==> src/hdl/onc_pkg.sv <==
// ----------------------------------------------------------------------------
// onc_pkg
// shared constants and types for the nearest centroid clustering core
// ----------------------------------------------------------------------------
package onc_pkg;

  localparam int MAX_CLUSTERS = 64;
  localparam int COORD_BITS   = 16;
  localparam int CNT_BITS     = 16;
  localparam int MD_BITS      = 16;
  localparam int OUT_IDX_W    = 6;
  localparam int IDX_W        = $clog2(MAX_CLUSTERS);
  localparam int USED_W       = $clog2(MAX_CLUSTERS + 1);
  localparam int DIST_W       = (2 * COORD_BITS + 2 > 2 * MD_BITS) ?
                                (2 * COORD_BITS + 2) : (2 * MD_BITS);
  localparam int DIV_W        = ((COORD_BITS > CNT_BITS) ? COORD_BITS : CNT_BITS) + 2;
  localparam int DIV_CW       = $clog2(DIV_W + 1);
  localparam int REQ_DATA_W   = ((3 * COORD_BITS + 7) / 8) * 8;
  localparam int RES_RAW_W    = OUT_IDX_W + 3 * COORD_BITS + CNT_BITS;
  localparam int RES_DATA_W   = ((RES_RAW_W + 7) / 8) * 8;

  localparam logic [CNT_BITS-1:0] COUNT_MAX  = '1;
  localparam logic [MD_BITS-1:0]  MD_RESET   = MD_BITS'(256);

  typedef enum logic [1:0] {
    ST_MERGED = 2'd0,
    ST_NEW    = 2'd1,
    ST_FULL   = 2'd2
  } status_t;

  typedef struct packed {
    logic signed [COORD_BITS-1:0] x;
    logic signed [COORD_BITS-1:0] y;
    logic signed [COORD_BITS-1:0] z;
    logic        [CNT_BITS-1:0]   cnt;
  } entry_t;

  typedef struct packed {
    logic shift;
    logic ld;
  } cell_ctl_t;

endpackage

==> src/hdl/onc_cell.sv <==
// ----------------------------------------------------------------------------
// onc_cell
// one table slot: rotates to its neighbor during a scan or loads an update
// ----------------------------------------------------------------------------
module onc_cell import onc_pkg::*; (
  input  logic      clk,
  input  cell_ctl_t ctl,
  input  entry_t    d_next,
  input  entry_t    d_ld,
  output entry_t    q
);

  entry_t ent_r;

  always_ff @(posedge clk) begin
    if (ctl.ld) begin
      ent_r <= d_ld;
    end else if (ctl.shift) begin
      ent_r <= d_next;
    end
  end

  assign q = ent_r;

endmodule

==> config.mk <==
export PLATFORM = sky130hd
export DESIGN_NAME = onc_cell
export DESIGN_NICKNAME = d
export VERILOG_FILES = /design/src/hdl/onc_pkg.sv /design/src/hdl/onc_cell.sv
export SDC_FILE = /design/constraint.sdc
export NUM_CORES = 1
export LEC_CHECK = 0
export BUFFER_PORTS_ARGS = -buffer_cell sky130_fd_sc_hd__buf_2
export CAP_MARGIN = 10
export CORE_AREA = 2 2 86 88
export CTS_BUF_LIST = sky130_fd_sc_hd__clkbuf_8
export DETAILED_ROUTE_END_ITERATION = 8
export DIE_AREA = 0 0 88 90
export GPL_TIMING_DRIVEN = 0
export PLACE_DENSITY = 0.8
export SLEW_MARGIN = 30
export SYNTH_ARGS = -nofsm -noshare
export SYNTH_HDL_FRONTEND = slang
export SYNTH_SLANG_ARGS = --single-unit
==> constraint.sdc <==
create_clock -name clk -period 3.1 [get_ports clk]
set_input_delay 0.155 -clock clk [delete_from_list [all_inputs] [get_ports clk]]
set_output_delay 0.155 -clock clk [all_outputs]
set_load 0.05 [all_outputs]
==> flow_summary.json <==
{
  "finalWeightedCongestion": 0.7317,
  "relSlewSlack": 0.7383,
  "synth.distinct_cells": 6,
  "synth_top_area_cell": "edfxtp_1",
  "row_count": 31,
  "yosysSeqAreaShare": 0.6615,
  "final-hold-violation-count": 0,
  "hold_buffers": 0,
  "cts_tree": "built",
  "min_period_over_period": 0.3769,
  "first_pass_iters": 4,
  "power_density_mw_per_mm2": 590.7,
  "p_leak_uw": 0.002031,
  "clk_path_buf_depth": 2,
  "synth_nets": 267,
  "syn-instance-count": 136,
  "startpoint_type": "primary input",
  "grt_pass1_vias": 2120,
  "hold_class": "primary input to register",
  "finalWorstSetupSlack_ns": 1.931,
  "grt_antenna_before_repair": 0,
  "grt_use_total": 0.1768,
  "place_ws_ns": 1.571,
  "fmax_mhz": 855.8,
  "layout_common_cells": "194 x buf_2, 64 x edfxtp_1, 49 x mux2_4",
  "min_period_ns": 1.169,
  "route.vias.total": 2009,
  "synth.ff_latch_count": 64,
  "power_frac_comb": 0.270,
  "die_width_um": 88,
  "rsz0062_at_grt": "no",
  "fin_hold_ws_ns": 0.1169,
  "p_sw_uw": 773.4,
  "area_growth_pct": 45.18,
  "syn-cell-area_mm2": 0.002905,
  "post-route-util": 0.6008,
  "critPathCaptureType": "register",
  "post_cts_buffers": 0,
  "port_buffers": 193,
  "layout_commonest_cell": "buf_2",
  "dieArea_mm2": 0.007920,
  "ctsResizeCount": 0,
  "crit_fanout": 38,
  "swShare": 0.3105,
  "io_pins": 195,
  "tns_ns": 0,
  "die_y_um": 90,
  "final_layout_size_suffix_gt1_frac": 0.8058,
  "vias_per_cell": 4.525,
  "grt_pass1_wl_um": 10250,
  "ys_top_cells_by_area": "edfxtp_1 66%, mux2_4 25%, mux2_2 5.8%, buf_6 2.3%, or2_1 0.22%",
  "worst_pin_slew_ns": 0.3926,
  "critPathSlowestCell": "or2_4",
  "p_clk_frac": 0.295,
  "setup_viol": 0,
  "hpwl_um": 5448,
  "power.share.sequential": 0.435,
  "p_int_uw": 1718,
  "maxCapViolCount": 0,
  "route.detailed.drc": 0,
  "status": "finished, final reports clean",
  "ys_warn_count": 0,
  "path_clk_slew_ns": 0.07,
  "final_net_count": 472,
  "root_buffer": "clkbuf_8",
  "clock-sinks": 64,
  "largest_reg_flops": 64,
  "grt.overflow.total": 0,
  "routedWlPerCell_um": 15.28,
  "path_class": "primary input to register",
  "grt_start_max_net_pins": 39,
  "antenna_cells": 0,
  "htree_levels": 3,
  "numCtsBuffers": 9,
  "crit_path_frequent_cell": "buf_6",
  "dpl-instance-area_mm2": 0.004018,
  "cp.arrival_ns": 1.19,
  "drtIter0Drc": 40,
  "final_antenna_net_count": 0,
  "finalMaxSlewViolations": 0,
  "final_area_mm2": 0.004218,
  "start_util": 0.4138,
  "synth_top_area_frac": 0.6615,
  "max_stage_delay_ns": 0.39,
  "postRouteWirelength_um": 6784,
  "path_cells": "buf_6 > buf_6 > or2_4 > buf_12",
  "avgSynthCellArea_um2": 21.36,
  "fillers": 567,
  "vdd_drop_max_mv": 0.2594,
  "cp.required_ns": 3.12,
  "holdPathStages": 2,
  "core_mm2": 0.007020
}
-- area by class of cell --
class	count	area, um2	area share
Clock buffer	9	123.9	0.02937
Timing Repair Buffer	194	985.9	0.2338
Sequential cell	64	1922	0.4556
Tap cell	99	123.9	0.02937
Multi-Input combinational cell	65	913.4	0.2166
Clock inverter	6	76.32	0.01810
Buffer	7	72.57	0.01721
-- metal layers --
metal  GRT usage  part of all wire  routed length [um]
met3     0.05693             0.089                 601
met1      0.1774              0.34                2320
met5           0                 0                   0
met2      0.3157              0.54                3671
met4     0.09359             0.028                 191
-- power groups by stage --
stage	Clock (uW)	Sequential, uW	Combinational [uW]
floorplan	0	1450	135
CTS	759	1080	677
global route	789	1090	701
finish	736	1080	672
global placement	0	1100	662
detailed placement	0	1100	677
-- through the flow --
stage,power [uW],instances
6_report,2491,444
5_1_grt,2582,444
4_1_cts,2521,444
3_5_place_dp,1779,429
3_3_place_gp,1764,428
2_1_floorplan,1584,136
-- final timing paths --
path	from	end	slack, ns
worst min-delay path	d_ld[52]	q[52]	0.12
worst max-delay path	ctl[0]	q[39]	1.93
-- cell families (layout without fill, tap and decap cells) --
family / count (synthesis) / count (layout) / share of synthesized area
buffers and inverters: 7 / 216 / 0.02498
DFF: 64 / 64 / 0.6615
muxes: 64 / 64 / 0.3114
and+or+nand+nor: 1 / 1 / 0.002155
-- critical path: cells and delay by family --
family | cells | cell delay, ns
buf+inv | 3 | 0.61
simple gates | 1 | 0.39
-- cells in the mapped netlist (all sizes together) --
master and n:
or2 1, buf 7, edfxtp 64, mux2 64
No activity file was read; power rests on OpenSTA's default activity.
