--- src/hdl/onc_pkg.sv ---
// ----------------------------------------------------------------------------
// onc_pkg
// shared constants and types for the nearest centroid clustering core
// ----------------------------------------------------------------------------
package onc_pkg;

  localparam int MAX_CLUSTERS = 64;
  localparam int COORD_BITS   = 16;
  localparam int CNT_BITS     = 16;
  localparam int MD_BITS      = 16;
  localparam int OUT_IDX_W    = 6;
  localparam int IDX_W        = $clog2(MAX_CLUSTERS);
  localparam int USED_W       = $clog2(MAX_CLUSTERS + 1);
  localparam int DIST_W       = (2 * COORD_BITS + 2 > 2 * MD_BITS) ?
                                (2 * COORD_BITS + 2) : (2 * MD_BITS);
  localparam int DIV_W        = ((COORD_BITS > CNT_BITS) ? COORD_BITS : CNT_BITS) + 2;
  localparam int DIV_CW       = $clog2(DIV_W + 1);
  localparam int REQ_DATA_W   = ((3 * COORD_BITS + 7) / 8) * 8;
  localparam int RES_RAW_W    = OUT_IDX_W + 3 * COORD_BITS + CNT_BITS;
  localparam int RES_DATA_W   = ((RES_RAW_W + 7) / 8) * 8;

  localparam logic [CNT_BITS-1:0] COUNT_MAX  = '1;
  localparam logic [MD_BITS-1:0]  MD_RESET   = MD_BITS'(256);

  typedef enum logic [1:0] {
    ST_MERGED = 2'd0,
    ST_NEW    = 2'd1,
    ST_FULL   = 2'd2
  } status_t;

  typedef struct packed {
    logic signed [COORD_BITS-1:0] x;
    logic signed [COORD_BITS-1:0] y;
    logic signed [COORD_BITS-1:0] z;
    logic        [CNT_BITS-1:0]   cnt;
  } entry_t;

  typedef struct packed {
    logic shift;
    logic ld;
  } cell_ctl_t;

endpackage

--- src/hdl/onc_div.sv ---
// ----------------------------------------------------------------------------
// onc_div
// restoring divider, one quotient bit per cycle
// ----------------------------------------------------------------------------
module onc_div import onc_pkg::*; (
  input  logic             clk,
  input  logic             rst_n,
  input  logic             start,
  input  logic [DIV_W-1:0] num,
  input  logic [DIV_W-1:0] den,
  output logic             busy,
  output logic [DIV_W-1:0] quo
);

  logic [DIV_W:0]    rem_r;
  logic [DIV_W-1:0]  quo_r;
  logic [DIV_W-1:0]  den_r;
  logic [DIV_CW-1:0] cnt_r;
  logic [DIV_W:0]    rem_sh;
  logic [DIV_W+1:0]  rem_try;

  assign rem_sh  = {rem_r[DIV_W-1:0], quo_r[DIV_W-1]};
  assign rem_try = {1'b0, rem_sh} - {2'b0, den_r};

  always_ff @(posedge clk) begin
    if (!rst_n) begin
      cnt_r <= '0;
    end else if (start) begin
      cnt_r <= DIV_CW'(DIV_W);
    end else if (cnt_r != '0) begin
      cnt_r <= cnt_r - 1'b1;
    end
  end

  always_ff @(posedge clk) begin
    if (start) begin
      rem_r <= '0;
      quo_r <= num;
      den_r <= den;
    end else if (cnt_r != '0) begin
      if (!rem_try[DIV_W+1]) begin
        rem_r <= rem_try[DIV_W:0];
        quo_r <= {quo_r[DIV_W-2:0], 1'b1};
      end else begin
        rem_r <= rem_sh;
        quo_r <= {quo_r[DIV_W-2:0], 1'b0};
      end
    end
  end

  assign busy = (cnt_r != '0);
  assign quo  = quo_r;

endmodule

--- config.mk ---
export PLATFORM = sky130hd
export DESIGN_NAME = onc_div
export DESIGN_NICKNAME = d
export VERILOG_FILES = /design/src/hdl/onc_pkg.sv /design/src/hdl/onc_div.sv
export SDC_FILE = /design/constraint.sdc
export NUM_CORES = 1
export LEC_CHECK = 0
export BUFFER_PORTS_ARGS = -buffer_cell sky130_fd_sc_hd__buf_2
export CORE_UTILIZATION = 45
export CTS_CLUSTER_SIZE = 20
export DETAILED_ROUTE_END_ITERATION = 8
export PLACE_DENSITY = 0.62
export RECOVER_POWER = 100
export SLEW_MARGIN = 20
export SYNTH_ARGS = -nofsm -noshare
export SYNTH_HDL_FRONTEND = slang
export SYNTH_SLANG_ARGS = --single-unit
export TNS_END_PERCENT = 20
--- constraint.sdc ---
create_clock -name clk -period 3.4 [get_ports clk]
set_input_delay 0.34 -clock clk [delete_from_list [all_inputs] [get_ports clk]]
set_output_delay 0.34 -clock clk [all_outputs]
set_load 0.01 [all_outputs]
==> impl_metrics.json <==
{
  "critPathCaptureType": "flop",
  "synth-edff-count": 36,
  "crit_top_cell": "o21a_1",
  "netlist_instances": 336,
  "r2r_slack_ns": 0.44,
  "gr-total-overflow": 0,
  "cts_tree": "done",
  "fin_setup_tns_ns": 0,
  "slowest_delay_ns": 0.40,
  "power_uw": 3132,
  "drc_errors": 0,
  "ys_types": 51,
  "grt_antenna_before_repair": 0,
  "cts_made_buffers": 9,
  "clock.fmax_mhz": 337.6,
  "io_pins": 58,
  "cts_buffer_depth": 2,
  "cts.clk_slew.worst_paths_ns": 0.07,
  "clock_latency_ns": 0.35,
  "grtUsageTotal_pct": 21.18,
  "avgSynthCellArea_um2": 10.32,
  "drtIter0Drc": 218,
  "fin_crit_ns": 2.962,
  "root_buffer": "clkbuf_8",
  "crit_required_ns": 3.64,
  "synthArstFlopShare_pct": 0,
  "drtPass1Iterations": 4,
  "synth_top_cell_area_share_pct": 31.17,
  "yosysSeqAreaShare_pct": 44.44,
  "post_cts_resized": 0,
  "crit_path_cell_trace": "inv_1 -> ha_1 -> a21o_1 -> a211o_1 -> o21a_1 -> a21oi_4 -> o21a_1 -> clkbuf_1 -> a21oi_1 -> a211oi_1",
  "gp_congestion": 0.9339,
  "fin_ws_ns": 0.4383,
  "postRouteAntennaNets": 0,
  "crit_slowest_cell": "o21a_1",
  "dp_cells": 484,
  "status": "finished, violations left",
  "multi_input_comb_area_um2": 1667,
  "via_count": 2729,
  "p_leak_uw": 0.001606,
  "fin_area_um2": 3914,
  "period_share_pct": 87.11,
  "worstSetupPathType": "reg -> reg",
  "worstPathMaxFanout": 10,
  "hpwlAfterDp_mm": 5.826,
  "grt_pass1_wl_mm": 13.28,
  "detail_route.wirelength_mm": 7.873,
  "crit_arrival_ns": 3.20,
  "ys.flop_type": "edfxtp_1",
  "nNetsFinal": 456,
  "cap_violations": 1,
  "hold_viol_final": 0,
  "cp_num_buf_inv": 2,
  "layout.cells.non_filler": 500,
  "syn2layout_area_growth_pct": 12.84,
  "cp-start-kind": "flop",
  "drive_above_1_share_pct": 20.20,
  "drv_slew": 30,
  "dieArea_um2": 8062,
  "power.density_nw_per_um2": 800.4,
  "cts_setup_buffers": 0,
  "dieWidth_um": 89.79,
  "synth_top_area_cell": "edfxtp_1",
  "syn-num-nets": 396,
  "htree_levels": 3,
  "viasPerCell": 5.458,
  "initial_utilization_pct": 47.06,
  "rows": 31,
  "yosysWarnings": 0,
  "seq_area_um2": 1541,
  "netlist_area_um2": 3468,
  "fp.dieH_um": 89.79,
  "synth-seq-cells": 59,
  "skew_ns": 0.008725,
  "crit_family": "compound AO/OA/AOI/OAI gates",
  "dp_slack_ns": 0.6697,
  "tightest_slew_ns": 1.542,
  "synth_area_leaders": "edfxtp_1 (31%), dfxtp_1 (13%), ha_1 (7.2%), mux2_2 (5.8%), nor2_1 (3.6%)",
  "wl_per_cell_um": 15.75,
  "n_fill_cell": 710,
  "clkSinkCount": 59,
  "hold_path_class": "in -> reg",
  "hold_buffers": 0,
  "diodes": 0,
  "final-setup-viol-count": 0,
  "dpl_cell_area_um2": 3786,
  "rsz0062_at_grt": "false",
  "grt_pass1_vias": 2701,
  "slew_headroom_pct": -2.780,
  "core_um2": 7370,
  "ir_worst_vdd_v": 0.0003822,
  "violations": "capacitance limit, slew limit",
  "io_buffer_count": 57,
  "grt_max_degree": 30
}
## cell type report
class	count	area share [%]
Clock buffer	9	3.165
Sequential cell	59	39.39
Inverter	26	2.494
Clock inverter	7	1.758
Timing Repair Buffer	63	7.449
Tap cell	99	3.165
Multi-Input combinational cell	237	42.58
## cells in the mapped netlist, types with 2 or more instances
master and n:
nor3_1 6, o31ai_1 3, buf_6 8, a21oi_4 2, o311ai_0 2, a21oi_1 17
nand2_1 30, a31oi_1 2, and3_1 2, a311oi_2 4, xor2_1 6, nand3_1 10
nor4_1 2, o21a_1 3, edfxtp_1 36, a211oi_1 8, a311oi_1 5, dfxtp_1 23
a22oi_1 2, o21bai_1 2, a21o_1 7, nand2b_1 4, o211ai_1 4, xnor2_1 8
o21ai_0 14, nor2b_1 2, nand4_1 4, ha_1 20, nor2_1 33, inv_1 26
a211o_1 2, buf_2 3, mux2_2 18
## routing by layer
| layer | vias to the layer above | track usage, % | wire [µm] |
|---|---|---|---|
| met5 | - | 0 | 0 |
| met4 | 0 | 8.060 | 99 |
| met3 | 9 | 6.091 | 432 |
| met2 | 77 | 34.29 | 3753 |
| met1 | 1284 | 26.73 | 3587 |
| li1 | 1359 | - | - |
## state kept, by name, indices dropped and copies added, names as in the netlist
name and count:
rem_r 18, den_r 18, quo 18, cnt_r 5
## logic make-up (layout without fill, tap and decap cells)
kind of cell	after synthesis	after routing	share of synthesized area [%]
and+or+nand+nor	99	99	13.20
AOI/OAI and AO/OA	85	85	18.43
DFF	59	59	44.44
buffers and inverters	40	105	6.746
adders and majority gates	21	21	7.792
muxes	18	18	5.844
xor gates and xnor gates	14	14	3.535
## final timing paths
check,from,depth (start not counted),to
max,den_r[4],10,rem_r[12]
min,den[10],1,den_r[10]
max reg2reg,den_r[4],10,rem_r[12]
min reg2reg,rem_r[5],2,rem_r[6]
## worst register-to-register path, cell delays in order, from the launching register on
cell and delay (ns):
edfxtp_1 0.36, inv_1 0.07, ha_1 0.27, a21o_1 0.24, a211o_1 0.31, o21a_1 0.23
a21oi_4 0.20, o21a_1 0.40, clkbuf_1 0.39, a21oi_1 0.13, a211oi_1 0.27
## stage by stage
stage	hold slack (ns)	util, %
floorplan	0.4389	-
global placement	0.5018	51.38
detailed placement	0.5066	51.38
CTS	0.1523	53.99
global route	0.1444	53.11
finish	0.1617	53.11
## cells in the final DEF (no fill, tap or decap), types with 3 or more instances in the layout
cell	synthesis	layout
xor2_1	6	6
o21ai_0	14	14
a211oi_1	8	8
a21oi_1	17	17
o31ai_1	3	3
xnor2_1	8	8
ha_1	20	20
nand3_1	10	10
clkinvlp_4	0	3
o21a_1	3	4
o211ai_1	4	4
mux2_2	18	18
nand2b_1	4	4
inv_1	26	26
nand2_1	30	30
a21o_1	7	7
buf_2	3	37
nor3_1	6	6
nand4_1	4	4
nor2_1	33	33
edfxtp_1	36	36
clkbuf_8	0	9
dfxtp_1	23	23
clkbuf_1	0	23
a311oi_1	5	7
## where the power goes
| part | internal [µW] | total [µW] | switching (µW) | leakage, µW |
|---|---|---|---|---|
| clock network | 334 | 632 | 299 | 0.0000865 |
| logic | 562 | 1430 | 872 | 0.000967 |
| registers | 941 | 1070 | 124 | 0.000553 |
| total | 1840 | 3130 | 1300 | 0.00161 |
Note: power is estimated with default switching activity, not from simulation.
